## config.mk

```make
export PLATFORM = sky130hd
export DESIGN_NAME = pte_byte_unit
export DESIGN_NICKNAME = d
export VERILOG_FILES = /design/src/pte_pkg.sv /design/src/pte_byte_unit.sv
export SDC_FILE = /design/constraint.sdc
export NUM_CORES = 1
export LEC_CHECK = 0
export ABC_CLOCK_PERIOD_IN_PS = 1900
export BUFFER_PORTS_ARGS = -buffer_cell sky130_fd_sc_hd__buf_2
export CORE_UTILIZATION = 30
export CTS_CLUSTER_DIAMETER = 80
export CTS_CLUSTER_SIZE = 10
export DETAILED_ROUTE_END_ITERATION = 12
export SLEW_MARGIN = 20
export SYNTH_ARGS = -nofsm -noshare
export SYNTH_HDL_FRONTEND = slang
export SYNTH_SLANG_ARGS = --single-unit
```

## constraint.sdc

```tcl
create_clock -name i_clk -period 1.9 [get_ports i_clk]
set_input_delay 0.19 -clock i_clk [delete_from_list [all_inputs] [get_ports i_clk]]
set_output_delay 0.19 -clock i_clk [all_outputs]
set_load 0.005 [all_outputs]
```

## src/pte_pkg.sv

```systemverilog
// pte_pkg: command codes, sequencer states, the control struct and mask and
// bit-reverse helpers shared by the tile edit engine modules. No dependencies.
`timescale 1ns / 1ps
package pte_pkg;

    typedef enum logic [3:0] {
        OP_MIRROR   = 4'd0,
        OP_VFLIP    = 4'd1,
        OP_RECOLOR  = 4'd2,
        OP_HROTATE  = 4'd3,
        OP_VROTATE  = 4'd4,
        OP_AND      = 4'd5,
        OP_OR       = 4'd6,
        OP_XOR      = 4'd7,
        OP_COPY     = 4'd8,
        OP_COMPARE  = 4'd9,
        OP_FILL     = 4'd10,
        OP_XORRECT  = 4'd11,
        OP_READROW  = 4'd12,
        OP_WRITEROW = 4'd13
    } t_op;

    typedef enum logic [2:0] {
        ST_IDLE,
        ST_RD_A,
        ST_RD_B,
        ST_WAIT,
        ST_WR,
        ST_OUT
    } t_state;

    // Control from sequencer to byte unit.
    typedef struct packed {
        logic       load_a;   // capture read data as first operand
        logic       load_b;   // capture read data as second operand
        logic       clr;      // clear compare flag
    } t_unit_ctl;

    localparam logic [7:0] FULL_MASK  = 8'hFF;
    localparam logic [7:0] SHORT_MASK = 8'h7F;

    function automatic logic [7:0] bit_rev(input logic [7:0] b);
        logic [7:0] r;
        for (int i = 0; i < 8; i++) begin
            r[7 - i] = b[i];
        end
        return r;
    endfunction

endpackage

```

## src/pte_byte_unit.sv

```systemverilog
// pte_byte_unit: the shared byte operator. Holds operand registers, produces
// the new byte for each command and accumulates the compare flag. Uses pte_pkg.
`timescale 1ns / 1ps
module pte_byte_unit (
    input  logic              i_clk,
    input  logic              i_rst_n,
    input  pte_pkg::t_unit_ctl i_ctl,
    input  pte_pkg::t_op      i_op,
    input  logic [7:0]        i_rdata,
    input  logic [7:0]        i_mask,
    input  logic [1:0]        i_color,
    input  logic [7:0]        i_color_map,
    input  logic              i_plane,
    input  logic              i_row_hit,
    input  logic [7:0]        i_wdata_in,
    output logic [7:0]        o_a,
    output logic [7:0]        o_result,
    output logic              o_differs
);

    logic [7:0] r_a, r_b;
    logic       r_diff;
    logic [7:0] n_res;
    logic [7:0] v_col;
    logic [1:0] c, nc;

    always_ff @(posedge i_clk) begin
        if (i_ctl.load_a) r_a <= i_rdata;
        if (i_ctl.load_b) r_b <= i_rdata;
    end

    always_ff @(posedge i_clk) begin
        if (!i_rst_n || i_ctl.clr) begin
            r_diff <= 1'b0;
        end else if (i_ctl.load_b && i_op == pte_pkg::OP_COMPARE && i_rdata != r_a) begin
            r_diff <= 1'b1;
        end
    end

    always_comb begin
        v_col = (i_plane ? i_color[1] : i_color[0]) ? i_mask : 8'h00;
        n_res = r_a;
        c     = '0;
        nc    = '0;
        case (i_op)
            pte_pkg::OP_MIRROR:  n_res = pte_pkg::bit_rev(r_a);
            pte_pkg::OP_HROTATE: n_res = {r_a[6:0], r_a[7]};
            pte_pkg::OP_AND:     n_res = r_a & r_b;
            pte_pkg::OP_OR:      n_res = r_a | r_b;
            pte_pkg::OP_XOR:     n_res = r_a ^ r_b;
            pte_pkg::OP_COPY:    n_res = r_b;
            pte_pkg::OP_FILL:    n_res = i_row_hit ? ((r_a & ~i_mask) | v_col) : r_a;
            pte_pkg::OP_XORRECT: n_res = i_row_hit ? (r_a ^ v_col) : r_a;
            pte_pkg::OP_WRITEROW: n_res = i_wdata_in;
            pte_pkg::OP_RECOLOR: begin
                // r_a is plane 0, r_b plane 1 of the same row
                for (int i = 0; i < 8; i++) begin
                    c  = {r_b[i], r_a[i]};
                    nc = i_color_map[{c, 1'b0} +: 2];
                    n_res[i] = i_plane ? nc[1] : nc[0];
                end
            end
            default: n_res = r_a;
        endcase
    end

    assign o_a       = r_a;
    assign o_result  = n_res;
    assign o_differs = r_diff;

endmodule

```

Yosys cells after proc, flatten, opt, wreduce, memory -nomap -nowiden --
Index checks and enable logic that the tools add are counted.
Operators by class: shifts and indexed selects 8, bitwise logic cells 7, eq/ne operators 11, reductions and logical operators 5, multiplexer cells 13
Operators by type and width (number):
- 8-bit one-hot mux with 10 select lines | 1
- 8-bit by 4-bit indexed part select with 2-bit output | 8
- 8-bit 2-to-1 mux | 3
- 4-bit equality test (second input constant) | 5
- 8-bit AND | 2
- 8-bit OR | 2
- 8-bit XOR | 2
- 4-bit by 3-bit equality test with 1-bit output (second input constant) | 3
- 1-bit 2-to-1 mux | 9
- 4-bit by 2-bit equality test with 1-bit output (second input constant) | 2
- 8-bit != test | 1
- 8-bit NOT | 1
- 4-bit zero test | 1
- 1-bit logical AND | 2
- 1-bit zero test | 1
- 1-bit logical OR | 1
Storage, ports and cells: register bits 17, input bits 45, logic and storage cells 47

Longest topological paths before layout --
Gate-level depths: netlist (run 1).
depth in word-level cells 5, depth in mapped cells 8, gate-level depth less buffers 7

Least setup slack after synthesis (run 1) --
No wires, ideal clock.
path kind register to output, start register r_a[7] (netlist: o_a[7]), end output o_result[7], buffers on the path 1, arrival 1.724 ns, cell stages (with the launch flop) 9, path slack -0.014 ns, cells stage by stage edfxtp_1 buf_2 inv_1 ha_1 a21o_1 a221oi_1 o22ai_1 nor3_1 a211oi_1
Between the ends: cells in the longest elaborated chain, start to end 4, elaborated cells between the ends (all ways) 11, those cells by class 1 x shift; 4 x mux; 6 x bitwise
Ends and longest elaborated chain:
- start: declaration | RTL line pte_byte_unit.sv:21 | logic [7:0] r_a, r_b;
- start signal: assignment | RTL line pte_byte_unit.sv:28 | if (i_ctl.load_a) r_a <= i_rdata;
- branches (longest 3 deep; another with 8-bit by 4-bit indexed part select with 2-bit output)
- 8-bit one-hot mux with 10 select lines (*) | RTL line pte_byte_unit.sv:45 | case (i_op)
- end: declaration | RTL line pte_byte_unit.sv:17 | output logic [7:0] o_result,
Mark *: on every way between the ends.

Worst setup path in the final report (run 1) --
Ends and elaborated chain as after synthesis.

==> run metrics, run 1 <==
Skew-Pair Late Insertion Delay=0.24 ns; post-DR vias/cell=5.574; pre-CTS WS=-0.08214 ns; initial antenna violation count=0; Main synth FF type=edfxtp_1; Ys Warns=0; DR iter-0 viols=163; Setup WS post-layout=-0.3011 ns; TritonCTS Sinks=17; Clock Skew=0.002338 ns; Area contributors post-synth=edfxtp_1, mux4_2, ha_1; final count of hold timing violations=0; critical path class=reg2out; Ports=62; Initial Util=31.54%; register area share after synthesis=20.12%; CTS Buf Count=3; first-pass GRT wire length=13100 um; Synth-to-Final Area Change=40.90%; crit-path max cell delay=0.51 ns; DP Cell Count=456; Lkg Pwr=0.001498 uW; row cnt=32; core area=0.007888 mm^2; P_int=1028 uW; Setup crit end kind=output pin; vias post-DR=2642; Hold-fix buffers, CTS=0; antenna cells=0; CP Cell Sequence=buf_6 -> mux4_2 -> mux2i_4 -> o21ai_1 -> nor3_2 -> a211oi_1 -> buf_2; RSZ-0062 raised after global routing=yes; most instantiated library cell after synthesis=buf_2; Post-Route WL=8355 um; Die W=93.06 um; Overflow after GRT=0; Syn Nets=327; Synth Register Bits=17; gr usage total=19.13%; status=finished with violations; Clk pwr share=16.3%; Worst-path clk slew=0.06 ns; wire length per cell=17.63 um; Final setup viols=8; layout cells sized above 1=49.73%; min Tclk post-route=2.201 ns; synthesized cell area=0.002487 mm^2; async set or reset register ratio after synthesis=0%; sequential share of power=29.6%; height of the die=93.06 um; maximum clock insertion buffer count=2; pwr/cell area=451.0 mW/mm^2; number of synthesized flops with an enable pin=16; H-tree levels=1; Req. time, crit path=1.71 ns; vias in the first global route=2546; non-filler cells, final=474; largest net degree at the start of global routing=15; I/O Buffers=61; hpwl dp=6617 um; Max-Cap Viols=0; peak supply drop=0.4679 mV; Slew Limit Fails=0; Max Clk Rate=0.4543 GHz; Die Area=0.008659 mm^2; CP top delay family=multiplexers; Worst setup SP type=register; switching part of the total=34.94%; syn_area_per_cell=9.351 um^2; WP data arrival=2.01 ns; final core occ=44.43%; RePlAce Congestion=0.9499; WHS=0.1015 ns; Bufs and invs on worst path=2; failing checks=setup timing; max_slew headroom=68.86%; Netlist cell types=51; Total Nets Final=434; 1st-pass router iterations=5; Psw=552.2 uW; CTS root buf=clkbuf_8; Synth top cells by count=buf_2, a21oi_1, inv_1; drt drc=0; Post-DRT Antenna Nets=0; critical-path maximum fanout=3; TritonCTS clock tree=yes; logic gate share of total power=54.1%; Hold Path Class=in2reg; Synth top area share=19.32%; Slew @ Worst Pin=0.4653 ns; fin crit share=115.8%; Synth area leader=edfxtp_1; slowest CP cell=mux4_2; Cells after Synth=266
## worst paths after layout
path	startpoint	endpoint	slack, ns	cells past startpoint
max	o_a[7]	o_result[7]	-0.30	7
min	i_ctl[0]	o_differs	0.10	2
max reg2reg	o_a[2]	o_differs	0.28	7
min reg2reg	o_differs	o_differs	0.49	2
## kinds of logic after synthesis
group                    Yosys count  synth area share [%]
multiplexers                      33                 22.08
buffers and inverters             42                 8.400
XOR/XNOR                           9                 3.169
adder cells (fa/ha/maj)           16                 8.048
AO/OA/AOI/OAI                     89                 25.91
flip-flops                        17                 20.12
AND/OR/NAND/NOR                   60                 12.27
## placed cells by master, fill, tap and decap left out, types with 5 or more instances in the layout
master / synthesis / final
a21oi_1: 17 / 15
a311o_1: 5 / 5
a31oi_1: 6 / 6
buf_2: 20 / 61
buf_4: 0 / 58
buf_6: 3 / 6
edfxtp_1: 16 / 16
ha_1: 16 / 12
inv_1: 17 / 12
inv_2: 1 / 6
mux2i_1: 13 / 10
mux4_2: 13 / 16
nand2_1: 14 / 14
nor2_1: 16 / 16
nor2b_1: 5 / 5
nor3_1: 9 / 6
o21ai_1: 4 / 6
xor2_1: 8 / 8
## through the flow
| step | power, uW | area, um^2 | setup TNS [ns] |
|---|---|---|---|
| after floorplan | 901.3 | 2495 | 0 |
| after global placement | 1202 | 3174 | -0.1879 |
| after detailed placement | 1212 | 3174 | -0.2936 |
| after CTS | 1527 | 3362 | -2.048 |
| after global routing | 1676 | 3505 | -2.648 |
| final | 1581 | 3505 | -1.961 |
## power by group through the flow
stage / registers (uW) / clock network [uW] / logic (uW)
finish: 467 / 258 / 856
global route: 471 / 280 / 926
CTS: 470 / 265 / 791
detailed placement: 479 / 0 / 733
global placement: 476 / 0 / 727
floorplan: 477 / 0 / 424
## flip-flops by register name (all words and copies together), names as in the netlist
name	cells
r_b	8
o_a	8
o_differs	1
## layer usage
| layer | up-vias | share of wire, % | global-route usage, % |
|---|---|---|---|
| li1 | 1256 | - | - |
| met1 | 1257 | 45 | 26.86 |
| met2 | 113 | 48 | 31.13 |
| met3 | 16 | 5.7 | 1.789 |
| met4 | 0 | 1.7 | 5.641 |
| met5 | - | 0 | 0 |
## layout make-up
type	count	area, um^2
Inverter	18	67.56
Timing Repair Buffer	126	828.3
Tap cell	102	127.6
Clock buffer	4	45.04
Fill cell	758	4383
Multi-Input combinational cell	207	1936
Sequential cell	17	500.5
## repair_timing
action / CTS / global route
pin swaps: 17 / 20
resized for setup: 20 / 25
endpoints found under the setup margin: 8 / 8
setup buffers: 11 / 4
Note: power is estimated with default switching activity, not from simulation.
==> run 2, diff against run 1 <==
==> constraint.sdc (replaced) <==
create_clock -name i_clk -period 1.9 [get_ports i_clk]
set_input_delay 0.19 -clock i_clk [delete_from_list [all_inputs] [get_ports i_clk]]
set_output_delay 0.19 -clock i_clk [all_outputs]
set_load 0.01 [all_outputs]
==> run 2 against run 1 <==
Net effect:
- clock power increased by 2%
- core utilization is 0.62 points higher
- total power up 1.7%
- count of clock-buffer cells in the layout unchanged
- sequential power about the same
- sequential share of layout area shrank 0.20 points
- the run still ends with setup timing left
- combinational power grew 2%
- die area did not move
- hold slack got worse by 0.0066 ns
==> run metrics, run 2 (synthesis gave the netlist of run 1 again) <==
status=finished with violations; failing checks=setup timing; multi-input logic area=0.001978 mm^2; Post-DRT Antenna Nets=0; peak supply drop=0.5025 mV; CTS root buf=clkbuf_8; Hold-fix buffers, CTS=0; largest net degree at the start of global routing=23; Fill cells=763; antenna cells=0; wire length per cell=16.71 um; Setup WS post-layout=-0.3423 ns; H-tree levels=1; Final Cell Area=0.003553 mm^2; critical-path maximum fanout=4; TritonCTS Sinks=17; CTS Buf Count=3; RePlAce Congestion=0.8843; final core occ=45.05%; I/O Buffers=61; Die Area=0.008659 mm^2; TritonCTS clock tree=yes; Synth-to-Final Area Change=42.86%; vias post-DR=2587; first-pass GRT wire length=12460 um; maximum clock insertion buffer count=2; Ports=62; Overflow after GRT=0; met3 usage in global routing=1.951%; Worst-path clk slew=0.06 ns; fin crit share=118.0%; pre-CTS WS=-0.1024 ns; sequential cell area=500.5 um^2; WP data arrival=2.05 ns; Hold Path Class=in2reg; GRT busiest layer=met2; grt met2 use=32.41%; 1st-pass router iterations=5; layout cells sized above 1=52.01%; Worst setup SP type=register; height of the die=93.06 um; Setup crit end kind=output pin; Slew Limit Fails=0; DP Cell Count=459; slowest CP cell=mux4_2; CP Cell Sequence=buf_6 -> mux4_2 -> mux2i_2 -> nor2_1 -> nor3_2 -> a211oi_2 -> buf_2; Initial Util=31.54%; Die W=93.06 um; setup TNS=-2.156 ns; DR iter-0 viols=98; post-DR vias/cell=5.446; met1 GRT Util=23.55%; non-filler cells, final=475; Final setup viols=8; min Tclk post-route=2.242 ns; highest-count cells in the layout ignoring fill and taps=buf_2, buf_4, mux4_2, nor2_1, edfxtp_1; crit-path max cell delay=0.51 ns; pwr/cell area=452.5 mW/mm^2; core area=0.007888 mm^2; Clock Skew=0.002224 ns; Post-Route WL=7939 um; hpwl dp=6382 um; dpl cell area=0.003204 mm^2; max_slew headroom=55.46%; Max Clk Rate=0.4460 GHz; Lkg Pwr=0.001516 uW; Req. time, crit path=1.71 ns; Total Nets Final=435; initial antenna violation count=0; vias in the first global route=2477; Max-Cap Viols=0; row cnt=32; gr usage total=17.91%; RSZ-0062 raised after global routing=yes; drt drc=0; critical path class=reg2out; Skew-Pair Late Insertion Delay=0.25 ns; Slew @ Worst Pin=0.6657 ns; final count of hold timing violations=0; commonest non-fill, non-tap cell in the layout=buf_2
run 2: cell count changes in the layout (fill, tap and decap cells not counted), moves of 4 or more:
| cell | change |
|---|---|
| a211oi_1 | -4 |
| a211oi_2 | +4 |
| nor3_1 | -5 |
| nor3_2 | +5 |
run 2: metrics by stage:
step,hold WS [ns],total power (uW)
detailed placement,0.3550,1234
global placement,0.3526,1221
global route,0.09278,1700
floorplan,0.2661,935.2
finish,0.09496,1608
CTS,0.08873,1581
run 2: area by class of cell:
type                    instances  share of cell area, %
inverters                      18                  1.972
clock buffers                   4                  1.268
flip-flops and latches         17                  14.08
well taps                     102                  3.592
repair buffers                127                  23.42
multi-input cells             207                  55.67
run 2: what timing repair did:
action	CTS	global route
setup buffers	7	5
pin swaps	25	18
resized for setup	40	11
endpoints found under the setup margin	8	8
run 2: critical path, delay by kind of cell, from the launching register on:
| kind | cells | cell delay (ns) |
|---|---|---|
| buffers and inverters | 2 | 0.28 |
| multiplexers | 2 | 0.74 |
| AND/OR/NAND/NOR | 2 | 0.31 |
| flip-flops | 1 | 0.39 |
| AO/OA/AOI/OAI | 1 | 0.09 |
run 2: layer usage:
| layer | wire [um] | share of wire [%] |
|---|---|---|
| met1 | 3500 | 44 |
| met2 | 4037 | 51 |
| met3 | 375 | 4.7 |
| met4 | 26 | 0.33 |
| met5 | 0 | 0 |
run 2: report_power, final:
| group | total (uW) | switching, uW | internal, uW |
|---|---|---|---|
| Combinational | 875 | 432 | 443 |
| Sequential | 469 | 26.8 | 442 |
| Clock | 263 | 115 | 149 |
| Total | 1610 | 573 | 1030 |
run 2: worst paths after layout:
check | from | end | slack (ns) | depth (start not counted)
max | o_a[3] | o_result[3] | -0.34 | 7
min reg2reg | o_differs | o_differs | 0.51 | 2
min | i_ctl[0] | o_differs | 0.09 | 2
max reg2reg | o_a[2] | o_differs | 0.26 | 7
==> run 3, diff against run 2 <==
--- a/config.mk
+++ b/config.mk
@@ -7,10 +7,12 @@
 export LEC_CHECK = 0
 export ABC_CLOCK_PERIOD_IN_PS = 1900
 export BUFFER_PORTS_ARGS = -buffer_cell sky130_fd_sc_hd__buf_2
+export CORE_MARGIN = 2
 export CORE_UTILIZATION = 30
 export CTS_CLUSTER_DIAMETER = 80
 export CTS_CLUSTER_SIZE = 10
 export DETAILED_ROUTE_END_ITERATION = 12
+export MAX_ROUTING_LAYER = met4
 export SLEW_MARGIN = 20
 export SYNTH_ARGS = -nofsm -noshare
 export SYNTH_HDL_FRONTEND = slang
==> run 3 against run 2 <==
Net effect:
- the flow still finishes with violations (setup timing)
- sequential share of layout area fell by 0.26 points
- final area grew 1.9%
- flip-flop and latch count unchanged
- largest cell class unchanged
- combinational power up 2%
- total power is 1.5% higher
- hold slack worse by 0.0050 ns
- clock skew down 0.0012 ns
==> run metrics, run 3 (synthesis gave the netlist of run 1 again) <==
TritonCTS Sinks=17; Slew @ Worst Pin=0.5652 ns; Initial Util=30.58%; r2r setup slk=0.19 ns; CTS Buf Count=3; commonest non-fill, non-tap cell in the layout=buf_4; dpl cell area=0.003301 mm^2; pwr/cell area=450.6 mW/mm^2; WHS=0.08998 ns; highest-count cells in the layout ignoring fill and taps=buf_4, buf_2, mux4_2, nor2_1, edfxtp_1; crit-path max cell delay=0.50 ns; Setup crit end kind=output pin; vias in the first global route=2733; Clk pwr share=16.4%; critical-path maximum fanout=3; failing checks=setup timing; Lkg Pwr=0.001563 uW; non-filler cells, final=486; H-tree levels=1; status=finished with violations; hpwl dp=6706 um; wire length per cell=16.93 um; CP Capture Point=o_result[3]; Max Clk Rate=0.4462 GHz; Setup WS post-layout=-0.3412 ns; layout cells sized above 1=52.76%; Critical path origin=o_a[3]; slowest CP cell=mux4_2; Req. time, crit path=1.71 ns; DR iter-0 viols=174; TritonCTS clock tree=yes; peak supply drop=0.4063 mV; max_slew headroom=62.18%; min Tclk post-route=2.241 ns; antenna cells=0; CTS root buf=clkbuf_8; CP Depth=7; fin crit share=118.0%; row cnt=33; CP Cell Sequence=buf_4 -> mux4_2 -> mux2i_2 -> o21ai_1 -> nor3_2 -> a211oi_2 -> buf_2; I/O Buffers=61; Overflow after GRT=0; Final Cell Area=0.003621 mm^2; Synth-to-Final Area Change=45.57%; Psw=582.1 uW; Final setup viols=8; Post-DRT Antenna Nets=0; first-pass GRT wire length=13570 um; Fill cells=798; CP top delay family=multiplexers; DP Cell Count=471; initial antenna violation count=0; Skew-Pair Late Insertion Delay=0.25 ns; Ports=62; RePlAce Congestion=0.9356; r2r worst-path depth=8; Die Area=0.009035 mm^2; P_int=1049 uW; maximum clock insertion buffer count=2; 1st-pass router iterations=4; core area=0.008134 mm^2; final count of hold timing violations=0; Max-Cap Viols=0; WP data arrival=2.05 ns; reg-to-reg startpoint=o_a[1]; logic gate share of total power=54.9%; vias post-DR=2659; Bufs and invs on worst path=2; gr usage total=19.62%; Clock Skew=0.001043 ns; Hold Path Class=in2reg; post-DR vias/cell=5.471; critical path class=reg2out; height of the die=95.06 um; Post-Route WL=8228 um; Die W=95.06 um; largest net degree at the start of global routing=23; FF-to-FF End=o_differs; drt drc=0; sequential share of power=28.7%; switching part of the total=35.68%; Final Power=1631 uW; Total Nets Final=443; pre-CTS WS=-0.1884 ns; Hold-fix buffers, CTS=0; Worst-path clk slew=0.07 ns; RSZ-0062 raised after global routing=yes; Worst setup SP type=register; Slew Limit Fails=0
-- run 3: cell types whose count changed in the layout (fill, tap and decap cells not counted), moves of 2 or more --
cell | before | now
buf_6 | 5 | 7
buf_4 | 60 | 65
inv_2 | 4 | 6
o221ai_2 | 2 | 0
o21ai_0 | 3 | 5
o221ai_1 | 5 | 7
-- run 3: worst min path at each step --
stage	startpoint	endpoint	slack, ns	cells past startpoint
after global placement	i_ctl[0]	o_differs	0.35	2
final	i_ctl[0]	o_differs	0.09	2
after CTS	i_ctl[0]	o_differs	0.09	2
after floorplan	i_ctl[0]	o_differs	0.27	1
after detailed placement	i_ctl[0]	o_differs	0.35	2
after global routing	i_ctl[0]	o_differs	0.09	2
-- run 3: cell type report --
type | count | area [um^2] | area share, %
Multi-Input combinational cell | 207 | 1963 | 54.22
Timing Repair Buffer | 135 | 912.1 | 25.19
Sequential cell | 17 | 500.5 | 13.82
Tap cell | 105 | 131.4 | 3.628
Inverter | 18 | 67.56 | 1.866
Clock buffer | 3 | 41.29 | 1.140
Clock inverter | 1 | 5.005 | 0.1382
-- run 3: per-layer routing --
metal	vias to the layer above	wire (um)	global-route usage, %
met5	-	0	-
met4	0	125	5.193
met3	11	454	1.739
met2	88	4168	34.10
met1	1285	3480	24.62
li1	1275	-	-
-- run 3: power groups by stage --
stage               combinational [uW]  sequential, uW  clock, uW
floorplan                          451             484          0
global placement                   778             471          0
detailed placement                 789             474          0
CTS                                866             468        271
global route                       975             473        287
finish                             895             468        268
-- run 3: metrics by stage --
step / util (%) / setup TNS (ns)
global placement: 40.58 / -0.3398
finish: 44.52 / -2.320
floorplan: - / -0.0003300
global route: 44.52 / -3.125
CTS: 43.79 / -2.248
detailed placement: 40.58 / -0.6576
-- run 3: timing repair --
item / in CTS / in global routing
endpoints found under the setup margin: 8 / 8
pin swaps: 23 / 16
setup buffers: 7 / 4
resized for setup: 37 / 10
